`config.mk`:
```
export PLATFORM = sky130hd
export DESIGN_NAME = ple_ctrl
export DESIGN_NICKNAME = d
export VERILOG_FILES = /design/src/rtl/ple_pkg.sv /design/src/rtl/ple_ctrl.sv
export SDC_FILE = /design/constraint.sdc
export NUM_CORES = 1
export LEC_CHECK = 0
export BUFFER_PORTS_ARGS = -buffer_cell sky130_fd_sc_hd__buf_2
export CAP_MARGIN = 10
export CORE_UTILIZATION = 50
export DETAILED_ROUTE_END_ITERATION = 10
export PLACE_DENSITY = 0.84
export SYNTH_ARGS = -nofsm -noshare
export SYNTH_HDL_FRONTEND = slang
export SYNTH_SLANG_ARGS = --single-unit
export TNS_END_PERCENT = 20
```
`constraint.sdc`:
```
create_clock -name clk -period 6 [get_ports clk]
set_clock_uncertainty 0.2 [all_clocks]
set_input_delay 1.5 -clock clk [delete_from_list [all_inputs] [get_ports clk]]
set_output_delay 1.5 -clock clk [all_outputs]
set_load 0.03 [all_outputs]
```
`src/rtl/ple_pkg.sv`:
```
package ple_pkg;

  localparam int CAPACITY  = 256;
  localparam int WORD_BITS = 32;
  localparam int IDX_BITS  = $clog2(CAPACITY);
  localparam int CNT_BITS  = $clog2(CAPACITY + 1);
  localparam int POS_BITS  = 9;
  localparam int OP_BITS   = 3;
  localparam int ST_BITS   = 2;

  localparam logic [OP_BITS-1:0] OP_INSERT = 3'd0;
  localparam logic [OP_BITS-1:0] OP_DELETE = 3'd1;
  localparam logic [OP_BITS-1:0] OP_READ   = 3'd2;
  localparam logic [OP_BITS-1:0] OP_LOCATE = 3'd3;
  localparam logic [OP_BITS-1:0] OP_PRED   = 3'd4;
  localparam logic [OP_BITS-1:0] OP_SUCC   = 3'd5;
  localparam logic [OP_BITS-1:0] OP_CLEAR  = 3'd6;

  localparam logic [ST_BITS-1:0] STAT_OK       = 2'd0;
  localparam logic [ST_BITS-1:0] STAT_BAD_POS  = 2'd1;
  localparam logic [ST_BITS-1:0] STAT_FULL     = 2'd2;
  localparam logic [ST_BITS-1:0] STAT_NOTFOUND = 2'd3;

  typedef struct packed {
    logic [ST_BITS-1:0]   status;
    logic [WORD_BITS-1:0] value;
    logic [POS_BITS-1:0]  position;
    logic [CNT_BITS-1:0]  length;
    logic                 empty;
  } res_t;

endpackage

```
`src/rtl/ple_ctrl.sv`:
```
module ple_ctrl (
  input  logic                               clk,
  input  logic                               rst_n,
  input  logic                               req_valid,
  output logic                               req_ready,
  input  logic [ple_pkg::OP_BITS-1:0]        req_op,
  input  logic [ple_pkg::POS_BITS-1:0]       req_pos,
  input  logic [ple_pkg::WORD_BITS-1:0]      req_val,
  output logic                               res_valid,
  input  logic                               res_ready,
  output ple_pkg::res_t                      res,
  output logic                               mem_we,
  output logic [ple_pkg::IDX_BITS-1:0]       mem_waddr,
  output logic [ple_pkg::WORD_BITS-1:0]      mem_wdata,
  output logic [ple_pkg::IDX_BITS-1:0]       mem_raddr,
  input  logic [ple_pkg::WORD_BITS-1:0]      mem_rdata
);

  localparam logic [1:0] S_IDLE = 2'd0;
  localparam logic [1:0] S_LOOP = 2'd1;
  localparam logic [1:0] S_DONE = 2'd2;

  localparam int IB = ple_pkg::IDX_BITS;
  localparam int CB = ple_pkg::CNT_BITS;
  localparam int PB = ple_pkg::POS_BITS;
  localparam int WB = ple_pkg::WORD_BITS;

  logic [1:0]                    state_r, state_nxt;
  logic [ple_pkg::OP_BITS-1:0]   op_r, op_nxt;
  logic [WB-1:0]                 val_r, val_nxt;
  logic [IB-1:0]                 ins_idx_r, ins_idx_nxt;
  logic [IB-1:0]                 c_r, c_nxt;
  logic [CB-1:0]                 rem_r, rem_nxt;
  logic                          pend_r, pend_nxt;
  logic [IB-1:0]                 pidx_r, pidx_nxt;
  logic                          first_r, first_nxt;
  logic                          hit_r, hit_nxt;
  logic [WB-1:0]                 prev_r, prev_nxt;
  logic [CB-1:0]                 count_r, count_nxt;
  logic [ple_pkg::ST_BITS-1:0]   status_r, status_nxt;
  logic [WB-1:0]                 oval_r, oval_nxt;
  logic [PB-1:0]                 opos_r, opos_nxt;

  logic            pos_ok_rd;
  logic            pos_ok_ins;
  logic [CB:0]     pos_w;
  logic [CB:0]     cnt_w;
  logic [CB-1:0]   rem_shift;

  assign pos_w      = (CB + 1)'(req_pos);
  assign cnt_w      = (CB + 1)'(count_r);
  assign pos_ok_rd  = (req_pos != '0) && (pos_w <= cnt_w);
  assign pos_ok_ins = (req_pos != '0) && (pos_w <= cnt_w + (CB + 1)'(1));
  assign rem_shift  = CB'(cnt_w - pos_w + (CB + 1)'(1));

  assign req_ready = (state_r == S_IDLE);
  assign res_valid = (state_r == S_DONE);

  always_comb begin
    res.status   = status_r;
    res.value    = oval_r;
    res.position = opos_r;
    res.length   = count_r;
    res.empty    = (count_r == '0);
  end

  always_comb begin
    state_nxt   = state_r;
    op_nxt      = op_r;
    val_nxt     = val_r;
    ins_idx_nxt = ins_idx_r;
    c_nxt       = c_r;
    rem_nxt     = rem_r;
    pend_nxt    = pend_r;
    pidx_nxt    = pidx_r;
    first_nxt   = first_r;
    hit_nxt     = hit_r;
    prev_nxt    = prev_r;
    count_nxt   = count_r;
    status_nxt  = status_r;
    oval_nxt    = oval_r;
    opos_nxt    = opos_r;
    mem_we      = 1'b0;
    mem_waddr   = '0;
    mem_wdata   = mem_rdata;
    mem_raddr   = c_r;

    case (state_r)
      S_IDLE: begin
        if (req_valid) begin
          op_nxt      = req_op;
          val_nxt     = req_val;
          ins_idx_nxt = IB'(req_pos - PB'(1));
          status_nxt  = ple_pkg::STAT_OK;
          oval_nxt    = '0;
          opos_nxt    = '0;
          pend_nxt    = 1'b0;
          first_nxt   = 1'b1;
          hit_nxt     = 1'b0;
          state_nxt   = S_DONE;
          case (req_op)
            ple_pkg::OP_INSERT: begin
              if (!pos_ok_ins) begin
                status_nxt = ple_pkg::STAT_BAD_POS;
              end else if (cnt_w >= (CB + 1)'(ple_pkg::CAPACITY)) begin
                status_nxt = ple_pkg::STAT_FULL;
              end else begin
                c_nxt     = IB'(count_r - CB'(1));
                rem_nxt   = rem_shift;
                state_nxt = S_LOOP;
              end
            end
            ple_pkg::OP_DELETE: begin
              if (!pos_ok_rd) begin
                status_nxt = ple_pkg::STAT_BAD_POS;
              end else begin
                c_nxt     = IB'(req_pos - PB'(1));
                rem_nxt   = rem_shift;
                state_nxt = S_LOOP;
              end
            end
            ple_pkg::OP_READ: begin
              if (!pos_ok_rd) begin
                status_nxt = ple_pkg::STAT_BAD_POS;
              end else begin
                c_nxt     = IB'(req_pos - PB'(1));
                rem_nxt   = CB'(1);
                state_nxt = S_LOOP;
              end
            end
            ple_pkg::OP_LOCATE, ple_pkg::OP_PRED, ple_pkg::OP_SUCC: begin
              status_nxt = ple_pkg::STAT_NOTFOUND;
              c_nxt      = '0;
              rem_nxt    = count_r;
              state_nxt  = S_LOOP;
            end
            ple_pkg::OP_CLEAR: begin
              count_nxt = '0;
            end
            default: begin
            end
          endcase
        end
      end

      S_LOOP: begin
        // Issue side: one read per cycle, walking down for insert, up otherwise.
        if (rem_r != '0) begin
          c_nxt    = (op_r == ple_pkg::OP_INSERT) ? c_r - IB'(1) : c_r + IB'(1);
          rem_nxt  = rem_r - CB'(1);
          pend_nxt = 1'b1;
          pidx_nxt = c_r;
        end else begin
          pend_nxt = 1'b0;
        end

        // Return side: the read data of the previous cycle is handled here.
        if (pend_r) begin
          first_nxt = 1'b0;
          case (op_r)
            ple_pkg::OP_INSERT: begin
              mem_we    = 1'b1;
              mem_waddr = pidx_r + IB'(1);
            end
            ple_pkg::OP_DELETE: begin
              if (first_r) begin
                oval_nxt = mem_rdata;
              end else begin
                mem_we    = 1'b1;
                mem_waddr = pidx_r - IB'(1);
              end
            end
            ple_pkg::OP_READ: begin
              oval_nxt  = mem_rdata;
              state_nxt = S_DONE;
            end
            ple_pkg::OP_LOCATE: begin
              if (mem_rdata == val_r) begin
                status_nxt = ple_pkg::STAT_OK;
                opos_nxt   = PB'(pidx_r) + PB'(1);
                state_nxt  = S_DONE;
              end
            end
            ple_pkg::OP_PRED: begin
              prev_nxt = mem_rdata;
              if ((pidx_r != '0) && (mem_rdata == val_r)) begin
                status_nxt = ple_pkg::STAT_OK;
                oval_nxt   = prev_r;
                state_nxt  = S_DONE;
              end
            end
            ple_pkg::OP_SUCC: begin
              if (hit_r) begin
                status_nxt = ple_pkg::STAT_OK;
                oval_nxt   = mem_rdata;
                state_nxt  = S_DONE;
              end else if ((mem_rdata == val_r) &&
                           ((CB + 1)'(pidx_r) + (CB + 1)'(1) < cnt_w)) begin
                hit_nxt = 1'b1;
              end
            end
            default: begin
              state_nxt = S_DONE;
            end
          endcase
        end else if (rem_r == '0) begin
          // Walk finished with nothing in flight.
          state_nxt = S_DONE;
          if (op_r == ple_pkg::OP_INSERT) begin
            mem_we    = 1'b1;
            mem_waddr = ins_idx_r;
            mem_wdata = val_r;
            count_nxt = count_r + CB'(1);
          end else if (op_r == ple_pkg::OP_DELETE) begin
            count_nxt = count_r - CB'(1);
          end
        end
      end

      S_DONE: begin
        if (res_ready) begin
          state_nxt = S_IDLE;
        end
      end

      default: begin
        state_nxt = S_IDLE;
      end
    endcase
  end

  always_ff @(posedge clk) begin
    if (!rst_n) begin
      state_r <= S_IDLE;
      count_r <= '0;
      pend_r  <= 1'b0;
    end else begin
      state_r <= state_nxt;
      count_r <= count_nxt;
      pend_r  <= pend_nxt;
    end
  end

  always_ff @(posedge clk) begin
    op_r      <= op_nxt;
    val_r     <= val_nxt;
    ins_idx_r <= ins_idx_nxt;
    c_r       <= c_nxt;
    rem_r     <= rem_nxt;
    pidx_r    <= pidx_nxt;
    first_r   <= first_nxt;
    hit_r     <= hit_nxt;
    prev_r    <= prev_nxt;
    status_r  <= status_nxt;
    oval_r    <= oval_nxt;
    opos_r    <= opos_nxt;
  end

endmodule

```
==> metrics, run 1 <==
placed cell count=1,276; max cap viols=0; Crit Path Class=reg2out; share of post-route cells with drive strength above 1=22.3%; Min-Delay Path Class=reg2reg; first-pass GRT wire length=38,200 µm; Synth Register Bits=157; Multi-input gate area=4140 µm²; clock latency on the worst-skew pair=0.42 ns; vias per cell=5.84; relative slew slack=34.7%; outcome=completed; Die Width=136 µm; post-synth top area share=48.2%; biggest area consumer among synthesized cells=edfxtp_1; Simple-Gate Fraction of Synth Area=16.9%; Final Hold Viols=0; XOR/XNOR Fraction of Synth Area=7.95%; Tcrit/Tclk final=86.3%; Final Setup Violations=0; setup TNS=0 ns; Slowest-stage cell, CP=and3_2; most instantiated cells after synthesis=nand2_1, edfxtp_1, a21oi_1; dpl hpwl=17,800 µm; share of flip-flops with an asynchronous set or reset=0%; Post-synth top flop=edfxtp_1; Achievable Freq=193 MHz; Post-DP Area=10,200 µm²; CP required=4.30 ns; overall power=3.16 mW; DRC violation count after routing=0; global route overflow=0; post-layout min period=5.18 ns; Post-Syn Instances=896; RePlAce Congestion=0.987; pwr/cell area=293 nW/µm²; core box area=17,500 µm²; initial drt markers=694; largest family of logic cells by synthesized area=simple AND/OR/NAND/NOR gates; # fillers=1,428; maximum VDD drop=188 µV; syn_nets=1,031; Adder-Cell Fraction of Synth Area=7.78%; Initial Utilization=51.7%; Leak Pwr=4.52 nW; Switching Fraction=29.6%; CTS H-tree depth=4; Antenna Nets Post-Route=0; clk sinks=157; CP Max Fanout=40; vias in the first global route=7,109; Slew Viols, Final=0; most area-consuming cells after synthesis=edfxtp_1, nand2_1, ha_1; part of the power in registers=44.4%; PortBufs=183; Cell variety after synth=67; NetSw=0.936 mW; mux share of post-synthesis cell area=0.111%; post-CTS resize count=0; TritonCTS clock tree=yes; RSZ-0062 raised after global routing=false; CP most frequent cell=nand2_1; Post-CTS Hold Buffers=0; Storage cell area=4590 µm²; Bufs on Longest Clock Path=2; post-layout util=61.7%; Netlist Area Pre-Place=9030 µm²; Post-synth EDFFs=145; startpoint types=register; largest net degree at the start of global routing=51; Final Cell Area=10,800 µm²; final layout net count=1,206; CTS Root Buffer Type=clkbuf_16; Gate power share=19.9%; Worst Tran Pin Value=0.970 ns; delay-heaviest family, CP=simple AND/OR/NAND/NOR gates; Die H=136 µm; most common cell in the netlist=nand2_1; WL final=24,500 µm; syn_area_per_cell=10.1 µm²; post-route insts no fill=1,308; Area Growth Syn to Fin=19.4%; Worst Setup End Kind=output port; Worst-path clk slew=0.06 ns; drt first pass iters=6; CP max stage delay=0.79 ns; Die ar.=18,600 µm²; critical-path cell list=nor2_1 > nand2_1 > inv_2 > and3_2 > nand2_1 > o31ai_1 > buf_2; Clk pwr share=35.7%; post-synthesis sequential area ratio=50.9%; Via Count=7,641; WP buf/inv=2; postcts setup bufs=0; Arrival @ worst endpoint=3.48 ns; Routed WL per cell=18.7 µm; row count=48; initial antenna violation count=0; # diodes=0; Synth Area in Compound Gates=12.9%; synth warn=0; I/O pin count=184; CTS Buf Count=17; internal power=2.23 mW; GRT Total Usage=27.3%
==> state kept, by name, summed over array words and instances (netlist names), 8 cells and up <==
signal     count
rem_r          9
count_r        9
val_r         32
ins_idx_r      8
prev_r        32
opos_r         9
pidx_r         8
mem_raddr      8
oval_r        32
==> metrics by stage <==
stage / setup WS, ns / hold WS (ns)
3_5_place_dp: 1.17 / 0.301
2_1_floorplan: 1.30 / 0.348
5_1_grt: 0.618 / 0.326
3_3_place_gp: 1.20 / 0.282
4_1_cts: 0.799 / 0.320
6_report: 0.823 / 0.324
==> power groups by stage <==
stage          Sequential (mW)  Clock (mW)  Combinational (mW)
2_1_floorplan             1.51           0               0.326
3_3_place_gp              1.42           0               0.608
3_5_place_dp              1.43           0               0.624
4_1_cts                   1.40        1.14               0.628
5_1_grt                   1.41        1.19               0.689
6_report                  1.40        1.13               0.630
==> path summary, 6_finish.rpt <==
| check | slack (ns) | to | depth (start not counted) | startpoint |
|---|---|---|---|---|
| max | 0.82 | mem_waddr[0] | 7 | op_r[2] |
| min | 0.32 | pidx_r[4] | 0 | mem_raddr[4] |
| max reg2reg | 1.76 | mem_raddr[6] | 12 | count_r[0] |
| min reg2reg | 0.32 | pidx_r[4] | 0 | mem_raddr[4] |
==> kinds of logic after synthesis <==
group,Yosys count
fa+ha+maj,55
simple gates,337
flops,157
buf+inv,81
compound gates,183
mux,1
xor+xnor,82
==> area by class of cell <==
cell class | count | area share (%)
Sequential cell | 157 | 42.6
Multi-Input combinational cell | 658 | 38.4
Timing Repair Buffer | 194 | 9.21
Clock buffer | 17 | 3.94
Tap cell | 225 | 2.61
Clock inverter | 14 | 1.77
Inverter | 43 | 1.50
==> routing by layer <==
metal | vias to the layer above | part of all wire (%) | track usage, %
li1 | 3546 | - | -
met4 | 0 | 3.1 | 12.2
met1 | 3593 | 40 | 34.3
met5 | - | 0 | 0
met2 | 445 | 49 | 45.8
met3 | 57 | 8.4 | 4.85
==> layout by cell type, fill, tap and decap left out, drive strengths merged, types with 7 or more instances in the layout <==
cell type    n
nor3        17
and2        10
a221oi       7
buf        194
nor4        16
xnor2       34
edfxtp     145
clkbuf      17
nand4        7
ha          53
nand3       15
a31oi       10
a21oi       78
dfxtp       12
nor2        40
o21ai       26
inv         46
xor2        48
nand2      199
(Power assumes the default switching activity.)
==> inputs of run 2 (changes only) <==
- clock period: 6 -> 6.15 ns (I/O delays scaled with it)
==> metrics, run 2 (synthesis gave the netlist of run 1 again) <==
largest registers=oval_r: 32 flops, prev_r: 32 flops, val_r: 32 flops; row count=48 (unchanged); placed cell count=1,276 (unchanged); WL final=24,100 µm (-1.5%); Worst-path clk slew=0.07 ns (about the same); post-route insts no fill=1,309 (+0.076%); DRC violation count after routing=0 (unchanged); part of the power in registers=45.9% (+1.5 points); Switching Fraction=31.0% (+1.4 points); Top Layer Used=met4; NetSw=0.923 mW (-1.3%); drt first pass iters=5 (-1); TritonCTS clock tree=yes; Leak Pwr=4.48 nW (-0.83%); CP Max Fanout=40 (unchanged); Bufs on Longest Clock Path=2 (unchanged); wl on met1=9870 µm (+1.1%); Post-DP Area=10,200 µm² (unchanged); Final Cell Area=10,700 µm² (-0.48%); initial antenna violation count=0 (unchanged); global route overflow=0 (unchanged); startpoint types=register; max cap viols=0 (unchanged); final layout net count=1,206 (unchanged); pwr/cell area=278 nW/µm² (-5.3%); post-layout min period=5.34 ns; relative slew slack=36.0% (+1.2 points); GRT Total Usage=26.5% (-0.76 points); Worst Tran Pin Value=0.951 ns (-0.0194 ns); Routed met2 length=11,600 µm (-2.7%); Clk pwr share=33.6% (-2.1 points); clock latency on the worst-skew pair=0.42 ns (about the same); RePlAce Congestion=0.983 (-0.42%); Initial Utilization=51.7% (unchanged); Tcrit/Tclk final=86.8%; Final Setup Violations=0 (unchanged); postcts setup bufs=0 (unchanged); CTS Buf Count=17 (unchanged); largest net degree at the start of global routing=51 (unchanged); Post-CTS Hold Buffers=0 (unchanged); I/O pin count=184 (unchanged); Die Width=136 µm (unchanged); clk sinks=157 (unchanged); # diodes=0 (unchanged); share of post-route cells with drive strength above 1=22.3% (+0.072 points); leading cell types in the layout, fill and taps excluded=nand2_1, buf_2, edfxtp_1; Min-Delay Path Class=reg2reg; CTS Root Buffer Type=clkbuf_16; PortBufs=183 (unchanged); setup TNS=0 ns (unchanged); initial drt markers=583 (-16%); most common cell after layout, fill and taps aside=nand2_1; Routed WL per cell=18.4 µm (-1.6%); post-layout util=61.4% (-0.29 points); post-CTS resize count=0 (unchanged); Gate power share=20.5% (+0.6 points); Multi-input gate area=4140 µm² (unchanged); first-pass GRT wire length=37,100 µm (-2.9%); outcome=completed; Crit Path Class=reg2out; WL met3=1940 µm (-5.9%); Antenna Nets Post-Route=0 (unchanged); Final Worst Setup Slack=0.814 ns (-0.00957 ns); CP required=4.41 ns (+0.11 ns); Die H=136 µm (unchanged); Slew Viols, Final=0 (unchanged); Final Hold Viols=0 (unchanged); RSZ-0062 raised after global routing=false; maximum VDD drop=196 µV (+4.0%); Die ar.=18,600 µm² (unchanged); core box area=17,500 µm² (unchanged); dpl hpwl=17,700 µm (-0.94%); Worst Setup End Kind=output port; Setup Slack @ Placement=1.35 ns (+0.181 ns); vias in the first global route=6,919 (-2.7%); internal power=2.06 mW (-7.6%); Achievable Freq=187 MHz; CTS H-tree depth=4 (unchanged); Arrival @ worst endpoint=3.60 ns (+0.12 ns); vias per cell=5.74 (-1.7%); Area Growth Syn to Fin=18.8%; Via Count=7,519 (-1.6%); # fillers=1,419 (-0.63%); Storage cell area=4590 µm² (unchanged)
-- run 2: changes by cell type in the layout (fill, tap and decap cells not counted), sizes merged --
cell      change
bufinv        -3
clkbuf        +1
clkinv        -1
clkinvlp      +3
inv           +1
-- run 2: metal layers --
layer | up-vias | global-route usage (%)
li1 | 3559 | -
met1 | 3545 | 33.7
met2 | 368 | 44.1
met3 | 47 | 5.18
met4 | 0 | 11.0
met5 | - | 0
-- run 2: metrics by stage --
stage          total power [mW]  hold slack [ns]
6_report                   2.98            0.295
4_1_cts                    2.99            0.300
3_5_place_dp               2.00            0.277
3_3_place_gp               1.98            0.282
5_1_grt                    3.11            0.310
2_1_floorplan              1.79            0.348
-- run 2: cell type report --
type | instances | share of cell area [%]
clock inverter | 14 | 1.27
tap | 225 | 2.62
multi-input combinational | 658 | 38.6
sequential | 157 | 42.8
inverter | 43 | 1.50
timing repair buffer | 194 | 9.25
clock buffer | 18 | 4.00
-- run 2: worst max-delay path: stages (launching register included) --
cell	delay, ns
edfxtp_1	0.47
nor2_1	0.34
nand2_1	0.44
inv_2	0.52
and3_2	0.86
nand2_1	0.14
o21ai_0	0.14
buf_2	0.24
-- run 2: power by group through the flow --
stage / Sequential [mW] / Combinational (mW) / Clock, mW
2_1_floorplan: 1.47 / 0.318 / 0
3_3_place_gp: 1.39 / 0.594 / 0
3_5_place_dp: 1.39 / 0.609 / 0
4_1_cts: 1.37 / 0.611 / 1.01
5_1_grt: 1.38 / 0.669 / 1.06
6_report: 1.37 / 0.611 / 1.00
-- run 2: worst paths after layout --
path,from,to,slack (ns),depth (start not counted)
max,op_r[2],mem_waddr[3],0.81,7
min,mem_raddr[5],pidx_r[5],0.30,0
max reg2reg,count_r[2],mem_raddr[6],2.02,12
min reg2reg,mem_raddr[5],pidx_r[5],0.30,0
